[config.mk]
export PLATFORM = sky130hd
export DESIGN_NAME = alternating_pressure_target_top_flat
export DESIGN_NICKNAME = d
export VERILOG_FILES = /design/src/apt_pkg.sv /design/src/apt_if.sv /design/src/alternating_pressure_target_top.sv /design/src/apt_cfg_regs.sv /design/src/apt_div.sv /design/src/flat_wrapper.sv
export SDC_FILE = /design/constraint.sdc
export NUM_CORES = 1
export LEC_CHECK = 0
export BUFFER_PORTS_ARGS = -buffer_cell sky130_fd_sc_hd__clkbuf_2
export CAP_MARGIN = 15
export CORE_ASPECT_RATIO = 1.5
export CORE_MARGIN = 1.5
export CORE_UTILIZATION = 65
export CTS_BUF_LIST = sky130_fd_sc_hd__clkbuf_2
export CTS_CLUSTER_DIAMETER = 200
export DETAILED_ROUTE_END_ITERATION = 16
export PLACE_DENSITY_LB_ADDON = 0.25
export REMOVE_ABC_BUFFERS = 1
export SLEW_MARGIN = 20
export SYNTH_ARGS = -nofsm -noshare
export SYNTH_HDL_FRONTEND = slang
export SYNTH_SLANG_ARGS = --single-unit
export TNS_END_PERCENT = 1
[constraint.sdc]
create_clock -name clk -period 6.36 [get_ports clk]
set_input_delay 0.636 -clock clk [delete_from_list [all_inputs] [get_ports clk]]
set_output_delay 0.636 -clock clk [all_outputs]
set_load 0.02 [all_outputs]
[src/apt_pkg.sv]
// shared types and constants for the alternating pressure target block
package apt_pkg;

  localparam int unsigned PRESSURE_W  = 12;
  localparam int unsigned TIME_W      = 32;
  localparam int unsigned WEIGHT_W    = 8;
  localparam int unsigned QUARTERS_W  = 8;
  localparam int unsigned CFG_DATA_W  = 32;
  localparam int unsigned REG_IDX_W   = 3;

  // auto phase length is quarters * 250000, at most 26 bits
  localparam int unsigned AUTO_LEN_W  = 26;
  localparam logic [AUTO_LEN_W-1:0] US_PER_QUARTER = AUTO_LEN_W'(250000);

  localparam logic [PRESSURE_W-1:0] LOW_DEFAULT_PRESSURE = PRESSURE_W'(400);
  localparam logic [PRESSURE_W-1:0] PRESSURE_MAX         = PRESSURE_W'(4095);

  // divider: w*smoothed + p fits 20 bits, carried in an even count of 22 bits for radix-4
  localparam int unsigned NUM_W       = 22;
  localparam int unsigned DEN_W       = WEIGHT_W + 1;
  localparam int unsigned DIV_BITS    = 2;
  localparam int unsigned DIV_STEPS   = NUM_W / DIV_BITS;
  localparam int unsigned DIV_CNT_W   = 4;

  // register indexes
  localparam logic [REG_IDX_W-1:0] REG_AUTO_HIGH_PRESSURE  = 3'd0;
  localparam logic [REG_IDX_W-1:0] REG_AUTO_PERIOD_QUARTERS = 3'd1;
  localparam logic [REG_IDX_W-1:0] REG_HIGH_PRESSURE_OVR   = 3'd2;
  localparam logic [REG_IDX_W-1:0] REG_LOW_PRESSURE_OVR    = 3'd3;
  localparam logic [REG_IDX_W-1:0] REG_HIGH_LENGTH_OVR     = 3'd4;
  localparam logic [REG_IDX_W-1:0] REG_LOW_LENGTH_OVR      = 3'd5;
  localparam logic [REG_IDX_W-1:0] REG_SMOOTHING_WEIGHT    = 3'd6;

  typedef struct packed {
    logic [PRESSURE_W-1:0] auto_high_pressure;
    logic [QUARTERS_W-1:0] auto_period_quarters;
    logic [PRESSURE_W-1:0] high_pressure_override;
    logic [PRESSURE_W-1:0] low_pressure_override;
    logic [TIME_W-1:0]     high_length_override_us;
    logic [TIME_W-1:0]     low_length_override_us;
    logic [WEIGHT_W-1:0]   smoothing_weight;
  } apt_cfg_t;

  typedef struct packed {
    logic             start;
    logic [NUM_W-1:0] num;
    logic [DEN_W-1:0] den;
  } div_req_t;

  typedef struct packed {
    logic                  done;
    logic [PRESSURE_W-1:0] quot;
  } div_rsp_t;

endpackage

[src/apt_if.sv]
// tick and result channel interfaces
interface apt_tick_if;
  logic        valid;
  logic        ready;
  logic [31:0] now_us;
  logic        therapy_active;

  modport source(output valid, output now_us, output therapy_active, input ready);
  modport sink(input valid, input now_us, input therapy_active, output ready);
endinterface

interface apt_result_if;
  logic        valid;
  logic        ready;
  logic [11:0] target_pressure;
  logic        phase_high;
  logic        applied;

  modport source(output valid, output target_pressure, output phase_high,
                 output applied, input ready);
  modport sink(input valid, input target_pressure, input phase_high,
               input applied, output ready);
endinterface

[src/alternating_pressure_target_top.sv]
// top level of the alternating pressure target generator
// an active tick passes through the length, compare and numerator states, the
// iterative divider (two quotient bits per step), writeback and the output
// register; an inactive tick goes straight to writeback and the output register
// throughput: one tick at a time; a new tick is taken only after writeback has passed the last result on
// reset: synchronous active-high rst restores register defaults and clears phase state
module alternating_pressure_target_top (
  input  logic                            clk,
  input  logic                            rst,
  apt_tick_if.sink                        tick,
  apt_result_if.source                    result,
  input  logic                            cfg_we,
  input  logic [apt_pkg::REG_IDX_W-1:0]   cfg_index,
  input  logic [apt_pkg::CFG_DATA_W-1:0]  cfg_data
);
  import apt_pkg::*;

  typedef enum logic [5:0] {
    S_IDLE = 6'b000001,
    S_LEN  = 6'b000010,
    S_CMP  = 6'b000100,
    S_NUM  = 6'b001000,
    S_DIV  = 6'b010000,
    S_WB   = 6'b100000
  } state_t;

  state_t   state;
  apt_cfg_t cfg;
  div_req_t div_req;
  div_rsp_t div_rsp;

  // captured tick
  logic [TIME_W-1:0]     now;

  // phase and smoothing state
  logic                  initialized;
  logic                  phase;
  logic [TIME_W-1:0]     phase_start;
  logic [PRESSURE_W-1:0] smoothed;
  logic [PRESSURE_W-1:0] smoothed_next;

  // per-tick working registers
  logic [TIME_W-1:0]     elapsed;
  logic [TIME_W-1:0]     len;

  // finished result waiting for the output register
  logic [PRESSURE_W-1:0] pend_target;
  logic                  pend_phase;
  logic                  pend_applied;

  // output register
  logic                  out_valid;
  logic [PRESSURE_W-1:0] out_target;
  logic                  out_phase;
  logic                  out_applied;

  logic                  phase_eff;
  logic [TIME_W-1:0]     start_eff;
  logic [AUTO_LEN_W-1:0] auto_len;
  logic [TIME_W-1:0]     len_sel;
  logic [PRESSURE_W-1:0] phase_p;
  logic                  out_free;

  apt_cfg_regs u_cfg (
    .clk       (clk),
    .rst       (rst),
    .cfg_we    (cfg_we),
    .cfg_index (cfg_index),
    .cfg_data  (cfg_data),
    .cfg       (cfg)
  );

  apt_div u_div (
    .clk (clk),
    .rst (rst),
    .req (div_req),
    .rsp (div_rsp)
  );

  // first active tick starts in the low phase at the current time
  assign phase_eff = initialized ? phase : 1'b0;
  assign start_eff = initialized ? phase_start : now;

  // default phase length from quarter seconds
  assign auto_len = AUTO_LEN_W'(cfg.auto_period_quarters) * US_PER_QUARTER;

  always_comb begin
    if (phase_eff && cfg.high_length_override_us != '0) begin
      len_sel = cfg.high_length_override_us;
    end else if (!phase_eff && cfg.low_length_override_us != '0) begin
      len_sel = cfg.low_length_override_us;
    end else begin
      len_sel = TIME_W'(auto_len);
    end
  end

  // phase pressure, taken after any toggle
  always_comb begin
    if (phase) begin
      phase_p = (cfg.high_pressure_override != '0) ? cfg.high_pressure_override
                                                    : cfg.auto_high_pressure;
    end else begin
      phase_p = (cfg.low_pressure_override != '0) ? cfg.low_pressure_override
                                                   : LOW_DEFAULT_PRESSURE;
    end
  end

  // divider request: (w*smoothed + p) / (w+1)
  assign div_req.start = (state == S_NUM);
  assign div_req.num   = NUM_W'(cfg.smoothing_weight) * NUM_W'(smoothed) + NUM_W'(phase_p);
  assign div_req.den   = DEN_W'(cfg.smoothing_weight) + DEN_W'(1);

  // dither: +1 on odd timestamps saturating, -1 on even clamped at zero
  always_comb begin
    if (now[0]) begin
      smoothed_next = (div_rsp.quot == PRESSURE_MAX) ? PRESSURE_MAX
                                                     : div_rsp.quot + 1'b1;
    end else begin
      smoothed_next = (div_rsp.quot == '0) ? '0 : div_rsp.quot - 1'b1;
    end
  end

  assign out_free = !out_valid || result.ready;

  // sequencer
  always_ff @(posedge clk) begin
    if (rst) begin
      state       <= S_IDLE;
      initialized <= 1'b0;
      phase       <= 1'b0;
      phase_start <= '0;
      smoothed    <= '0;
    end else begin
      unique case (state)
        S_IDLE: begin
          if (tick.valid) begin
            state <= tick.therapy_active ? S_LEN : S_WB;
          end
        end
        S_LEN: begin
          if (!initialized) begin
            initialized <= 1'b1;
            phase       <= 1'b0;
            phase_start <= now;
          end
          state <= S_CMP;
        end
        S_CMP: begin
          if (elapsed > len) begin
            phase       <= ~phase;
            phase_start <= now;
          end
          state <= S_NUM;
        end
        S_NUM: begin
          state <= S_DIV;
        end
        S_DIV: begin
          if (div_rsp.done) begin
            smoothed <= smoothed_next;
            state    <= S_WB;
          end
        end
        S_WB: begin
          if (out_free) begin
            state <= S_IDLE;
          end
        end
        default: state <= S_IDLE;
      endcase
    end
  end

  // working payload registers
  always_ff @(posedge clk) begin
    if (state == S_IDLE && tick.valid) begin
      now          <= tick.now_us;
      pend_target  <= '0;
      pend_phase   <= 1'b0;
      pend_applied <= 1'b0;
    end
    if (state == S_LEN) begin
      elapsed <= now - start_eff;
      len     <= len_sel;
    end
    if (state == S_DIV && div_rsp.done) begin
      pend_target  <= smoothed_next;
      pend_phase   <= phase;
      pend_applied <= 1'b1;
    end
  end

  // output register, loads only while it is empty or its result is being taken
  always_ff @(posedge clk) begin
    if (rst) begin
      out_valid <= 1'b0;
    end else if (state == S_WB && out_free) begin
      out_valid <= 1'b1;
    end else if (result.ready) begin
      out_valid <= 1'b0;
    end
  end

  always_ff @(posedge clk) begin
    if (state == S_WB && out_free) begin
      out_target  <= pend_target;
      out_phase   <= pend_phase;
      out_applied <= pend_applied;
    end
  end

  assign tick.ready             = (state == S_IDLE);
  assign result.valid           = out_valid;
  assign result.target_pressure = out_target;
  assign result.phase_high      = out_phase;
  assign result.applied         = out_applied;

`ifndef SYNTHESIS
  // an inactive result carries zero target and low phase
  a_inactive_zero: assert property (@(posedge clk) disable iff (rst)
    (result.valid && !result.applied) |-> (result.target_pressure == '0 && !result.phase_high))
    else $error("inactive result carries nonzero payload");

  // divider finishes only while the sequencer waits on it
  a_div_done_state: assert property (@(posedge clk) disable iff (rst)
    div_rsp.done |-> (state == S_DIV))
    else $error("divider done outside divide wait");

  // one request at a time
  a_one_request: assert property (@(posedge clk) disable iff (rst)
    (tick.valid && tick.ready) |=> !tick.ready)
    else $error("request accepted while busy");

  // smoothed target moves only when a division completes
  a_smoothed_hold: assert property (@(posedge clk) disable iff (rst)
    (!rst && state != S_DIV) |=> $stable(smoothed))
    else $error("smoothed target changed outside divide");
`endif

endmodule

[src/apt_cfg_regs.sv]
// configuration register bank with write decode
module apt_cfg_regs (
  input  logic                                clk,
  input  logic                                rst,
  input  logic                                cfg_we,
  input  logic [apt_pkg::REG_IDX_W-1:0]       cfg_index,
  input  logic [apt_pkg::CFG_DATA_W-1:0]      cfg_data,
  output apt_pkg::apt_cfg_t                   cfg
);
  import apt_pkg::*;

  always_ff @(posedge clk) begin
    if (rst) begin
      cfg.auto_high_pressure      <= PRESSURE_W'(1000);
      cfg.auto_period_quarters    <= QUARTERS_W'(16);
      cfg.high_pressure_override  <= '0;
      cfg.low_pressure_override   <= '0;
      cfg.high_length_override_us <= '0;
      cfg.low_length_override_us  <= '0;
      cfg.smoothing_weight        <= WEIGHT_W'(3);
    end else if (cfg_we) begin
      unique case (cfg_index)
        REG_AUTO_HIGH_PRESSURE:   cfg.auto_high_pressure      <= cfg_data[PRESSURE_W-1:0];
        REG_AUTO_PERIOD_QUARTERS: cfg.auto_period_quarters    <= cfg_data[QUARTERS_W-1:0];
        REG_HIGH_PRESSURE_OVR:    cfg.high_pressure_override  <= cfg_data[PRESSURE_W-1:0];
        REG_LOW_PRESSURE_OVR:     cfg.low_pressure_override   <= cfg_data[PRESSURE_W-1:0];
        REG_HIGH_LENGTH_OVR:      cfg.high_length_override_us <= cfg_data[TIME_W-1:0];
        REG_LOW_LENGTH_OVR:       cfg.low_length_override_us  <= cfg_data[TIME_W-1:0];
        REG_SMOOTHING_WEIGHT:     cfg.smoothing_weight        <= cfg_data[WEIGHT_W-1:0];
        default: begin
        end
      endcase
    end
  end

endmodule

[src/apt_div.sv]
// iterative restoring divider, two quotient bits per cycle
module apt_div (
  input  logic              clk,
  input  logic              rst,
  input  apt_pkg::div_req_t req,
  output apt_pkg::div_rsp_t rsp
);
  import apt_pkg::*;

  logic [DEN_W-1:0]     rem;
  logic [DEN_W-1:0]     rem_next;
  logic [NUM_W-1:0]     qsh;
  logic [NUM_W-1:0]     qsh_next;
  logic [DEN_W-1:0]     den;
  logic [DIV_CNT_W-1:0] cnt;
  logic                 busy;
  logic                 done;

  // two dependent shift-subtract steps
  always_comb begin
    logic [DEN_W:0] t;
    rem_next = rem;
    qsh_next = qsh;
    for (int i = 0; i < DIV_BITS; i++) begin
      t = {rem_next, qsh_next[NUM_W-1]};
      qsh_next = {qsh_next[NUM_W-2:0], 1'b0};
      if (t >= {1'b0, den}) begin
        t = t - {1'b0, den};
        qsh_next[0] = 1'b1;
      end
      rem_next = t[DEN_W-1:0];
    end
  end

  always_ff @(posedge clk) begin
    if (rst) begin
      busy <= 1'b0;
      done <= 1'b0;
      cnt  <= '0;
    end else begin
      done <= 1'b0;
      if (req.start) begin
        busy <= 1'b1;
        cnt  <= DIV_CNT_W'(DIV_STEPS - 1);
      end else if (busy) begin
        cnt <= cnt - 1'b1;
        if (cnt == '0) begin
          busy <= 1'b0;
          done <= 1'b1;
        end
      end
    end
  end

  always_ff @(posedge clk) begin
    if (req.start) begin
      rem <= '0;
      qsh <= req.num;
      den <= req.den;
    end else if (busy) begin
      rem <= rem_next;
      qsh <= qsh_next;
    end
  end

  // weighted average never exceeds 4095, so the low bits hold the whole quotient
  assign rsp.done = done;
  assign rsp.quot = qsh[PRESSURE_W-1:0];

endmodule

[src/flat_wrapper.sv]
// flat-port wrapper written by rule: the top's interface ports become plain ports
module alternating_pressure_target_top_flat import apt_pkg::*;
  (clk, rst, cfg_we, cfg_index, cfg_data, tick_valid, tick_now_us, tick_therapy_active, tick_ready, result_valid, result_target_pressure, result_phase_high, result_applied, result_ready);
  apt_tick_if tick_i ();
  apt_result_if result_i ();
  input  logic clk;
  input  logic rst;
  input  logic cfg_we;
  input  logic [apt_pkg::REG_IDX_W-1:0] cfg_index;
  input  logic [apt_pkg::CFG_DATA_W-1:0] cfg_data;
  input wire logic [$bits(tick_i.valid)-1:0] tick_valid;
  input wire logic [$bits(tick_i.now_us)-1:0] tick_now_us;
  input wire logic [$bits(tick_i.therapy_active)-1:0] tick_therapy_active;
  output wire logic [$bits(tick_i.ready)-1:0] tick_ready;
  output wire logic [$bits(result_i.valid)-1:0] result_valid;
  output wire logic [$bits(result_i.target_pressure)-1:0] result_target_pressure;
  output wire logic [$bits(result_i.phase_high)-1:0] result_phase_high;
  output wire logic [$bits(result_i.applied)-1:0] result_applied;
  input wire logic [$bits(result_i.ready)-1:0] result_ready;
  assign tick_i.valid = tick_valid;
  assign tick_i.now_us = tick_now_us;
  assign tick_i.therapy_active = tick_therapy_active;
  assign tick_ready = tick_i.ready;
  assign result_valid = result_i.valid;
  assign result_target_pressure = result_i.target_pressure;
  assign result_phase_high = result_i.phase_high;
  assign result_applied = result_i.applied;
  assign result_i.ready = result_ready;
  alternating_pressure_target_top u_core (.clk(clk), .rst(rst), .tick(tick_i), .result(result_i), .cfg_we(cfg_we), .cfg_index(cfg_index), .cfg_data(cfg_data));
endmodule
==> flow_summary.yaml <==
power:
  switching_share_pct: 32.4
  maximum_vdd_drop_uv: 160
  internal_power_uw: 3460
  clkPwrFrac_pct: 28.0
  design_power_total_uw: 5120
  pwr-share-comb_pct: 23.1
  pwr_density_cell_nw_per_um2: 213
  sequential_group_share_of_total_power_pct: 48.9
  cellLeakagePower_uw: 0.0105
  netSwitchingPower_uw: 1660
synth:
  synthDominantAreaCellType: "sky130_fd_sc_hd__edfxtp_1"
  yosysWarnings: 0
  synthDominantCellAreaShare_pct: 21.1
  synth-seq-area-share_pct: 37.9
  synth-async-reset-ratio_pct: 0
  synth.area.top_cells: "sky130_fd_sc_hd__edfxtp_1 21%, sky130_fd_sc_hd__dfxtp_1 17%, sky130_fd_sc_hd__ha_1 10%, sky130_fd_sc_hd__fa_1 8.4%, sky130_fd_sc_hd__nand2_1 6.8%"
  synth-edff-count: 154
  combined_area_of_all_synthesized_cells_um2: 22000
  postSynthRegisterBits: 339
  postSynth.topFlopCell: "sky130_fd_sc_hd__dfxtp_1"
  netlist-cell-type-count: 73
  netlist_instances: 2396
  syn-mean-instance-area_um2: 9.16
hold_path:
  worst_hold_path_type: "in -> reg"
global_routing:
  antenna_found_initial: 2
  grt_usage_pct: 30.1
  grt_pass1_wl_um: 84500
  overflow: 0
  grt_pass1_vias: 18200
  grt_max_degree: 85
timing:
  maxSlewHeadroom_pct: 31.9
  rsz0062_at_grt: "false"
  tightest_slew_ns: 1.02
  finalHoldViolCount: 0
  min_period_over_period_pct: 90.4
  finalMaxSlewViolations: 0
  totalNegativeSetupSlack_ns: 0
  setup_viol_count_final: 0
  fmaxAchievable_mhz: 174
  finClkSkew_ns: 0.0553
  fin_crit_ns: 5.75
die:
  chipHeight_um: 228
  die_area_um2: 34900
  row_count: 82
  initial_utilization_pct: 65.8
  core_area_um2: 33300
  chipWidth_um: 153
  pin_count: 89
cts:
  tritoncts: "yes"
  insertion_delay_of_the_later_clocked_pin_in_the_worst_skew_pair_ns: 1.00
  number_of_buffers_created_by_cts: 78
  htreeDepth: 3
  cts_post_setup_buffers_inserted: 0
  hold_buffers: 65
  cts_repair_resized_insts: 0
  path_clk_slew_ns: 0.11
  cts_root_buffer: "sky130_fd_sc_hd__clkbuf_2"
  clock_net_sink_count: 339
  ctsLongestPathBuffers: 3
critical_path:
  cp_data_required_time_ns: 7.11
  critical_path.startpoint_type: "flop"
  crit_path_end_kind: "flop"
  timing_worst_setup_path_type: "reg -> reg"
  crit_fanout: 12
  arrival_ns: 6.50
status:
  outcome: "completed"
finish:
  p_r_area_growth_vs_syn_pct: 9.60
  layout.cells.non_filler: 3018
  finalNetCount: 2885
  num-fill-cells: 2511
  drive_above_1_share_pct: 10.3
  postLayoutCoreUtil_pct: 72.2
place:
  placement.io_buffers: 88
  dp.cells: 2811
  globalplace.congestion: 0.905
  hpwlAfterDp_um: 37900
detailed_routing:
  avgRoutedWirePerCell_um: 17.3
  drt-initial-drc-count: 906
  viasPerCell: 5.84
  drt_wl_total_um: 52100
  drtPass1Iterations: 5
  post_route_antenna_net_violation_count: 0
  vias: 17600
  drt_drc_violations_left: 0
run:
  max_cap_violations: 0
==> sequential cells by signal, indices dropped and copies added, names as in the netlist, 4 cells and up <==
register / cells
u_core.now: 32
u_core.result.target_pressure: 12
u_core.phase_start: 32
u_core.u_div.den: 9
u_core.u_div.rem: 9
u_core.u_div.cnt: 4
u_core.len: 32
u_core.pend_target: 12
u_core.smoothed: 12
u_core.u_div.qsh: 22
u_core.elapsed: 32
u_core.state: 6
u_core.u_cfg.cfg: 116
==> cell usage in the layout (no fill, tap or decap), drive strengths merged, types with 25 or more instances in the layout <==
cell type,netlist,routed
clkbuf,98,209
nor4,32,32
a21oi,243,243
dfxtp,185,185
mux2i,77,77
nand3,27,27
fa,92,92
nand4,25,25
o21ai,75,75
nor2,110,110
nor3,26,26
xnor2,47,47
dlygate4sd3,0,65
nand2,396,396
xor2,33,33
and2,54,54
a21o,40,40
nand2b,76,76
inv,217,218
edfxtp,154,154
ha,184,184
==> stage by stage <==
stage | instance area (um^2) | setup WS [ns] | hold slack [ns]
final | 24100 | 0.610 | 0.0487
after global routing | 24100 | 0.293 | 0.00659
after CTS | 24100 | 0.650 | 0.00508
after detailed placement | 22700 | 0.632 | 0.406
after global placement | 22700 | 0.724 | 0.404
after floorplan | 21500 | 1.08 | 0.400
==> power by group through the flow <==
stage | Clock, uW | Combinational, uW | Sequential [uW]
2_1_floorplan | 0 | 824 | 2540
4_1_cts | 1470 | 1170 | 2510
3_5_place_dp | 0 | 1140 | 2560
3_3_place_gp | 0 | 1110 | 2550
5_1_grt | 1560 | 1310 | 2520
6_report | 1440 | 1180 | 2510
==> worst paths after layout <==
check,depth (start not counted),end,startpoint,slack [ns]
max reg2reg,20,u_core.u_div.qsh[20],u_core.u_cfg.cfg[86],0.61
min,3,u_core.u_cfg.cfg[90],cfg_data[6],0.05
min reg2reg,0,u_core.result.target_pressure[4],u_core.pend_target[4],0.42
max,20,u_core.u_div.qsh[20],u_core.u_cfg.cfg[86],0.61
==> final cells by class <==
type	count	area, um^2	share of cell area [%]
flip-flops and latches	339	8330	34.6
clock buffers	122	611	2.54
inverters	217	815	3.38
multi-input cells	1732	12500	51.8
diodes	3	7.51	0.0312
repair buffers	168	1210	5.01
well taps	420	526	2.18
clock inverters	17	114	0.473
==> layer usage <==
layer / track usage [%] / wire length [um] / vias up
li1: - / - / 8518
met1: 29.6 / 18700 / 8367
met3: 4.45 / 2190 / 219
met5: 0 / 0 / -
met2: 57.2 / 27900 / 511
met4: 20.5 / 3360 / 0
==> worst max-delay path: stages (launching register included) <==
cell	delay (ns)
sky130_fd_sc_hd__dfxtp_1	0.33
sky130_fd_sc_hd__nor4_1	0.28
sky130_fd_sc_hd__and3_1	0.43
sky130_fd_sc_hd__a211o_1	0.20
sky130_fd_sc_hd__o21ai_0	0.13
sky130_fd_sc_hd__fa_1	0.51
sky130_fd_sc_hd__inv_1	0.05
sky130_fd_sc_hd__fa_1	0.45
sky130_fd_sc_hd__ha_1	0.28
sky130_fd_sc_hd__inv_1	0.05
sky130_fd_sc_hd__fa_1	0.58
sky130_fd_sc_hd__inv_1	0.06
sky130_fd_sc_hd__ha_1	0.31
sky130_fd_sc_hd__a211oi_1	0.38
sky130_fd_sc_hd__nor4_1	0.12
sky130_fd_sc_hd__nor2_1	0.25
sky130_fd_sc_hd__a21oi_1	0.14
sky130_fd_sc_hd__or4_1	0.46
sky130_fd_sc_hd__a311o_1	0.30
sky130_fd_sc_hd__xnor2_1	0.12
sky130_fd_sc_hd__o21ai_0	0.08
==> synth_stat cells (54+ instances only) <==
master / n
sky130_fd_sc_hd__a21oi_1: 241
sky130_fd_sc_hd__and2_1: 54
sky130_fd_sc_hd__clkbuf_1: 98
sky130_fd_sc_hd__dfxtp_1: 185
sky130_fd_sc_hd__edfxtp_1: 154
sky130_fd_sc_hd__fa_1: 92
sky130_fd_sc_hd__ha_1: 184
sky130_fd_sc_hd__inv_1: 217
sky130_fd_sc_hd__mux2i_1: 77
sky130_fd_sc_hd__nand2_1: 396
sky130_fd_sc_hd__nand2b_1: 76
sky130_fd_sc_hd__nor2_1: 110
sky130_fd_sc_hd__o21ai_0: 74
==> logic make-up after synthesis <==
logic type | synth area share (%)
AND/OR/NAND/NOR | 17.6
AO/OA/AOI/OAI | 13.1
adder cells (fa/ha/maj) | 18.9
XOR/XNOR | 3.19
flip-flops | 37.9
multiplexers | 3.72
buffers and inverters | 5.61
(Power assumes the default switching activity.)
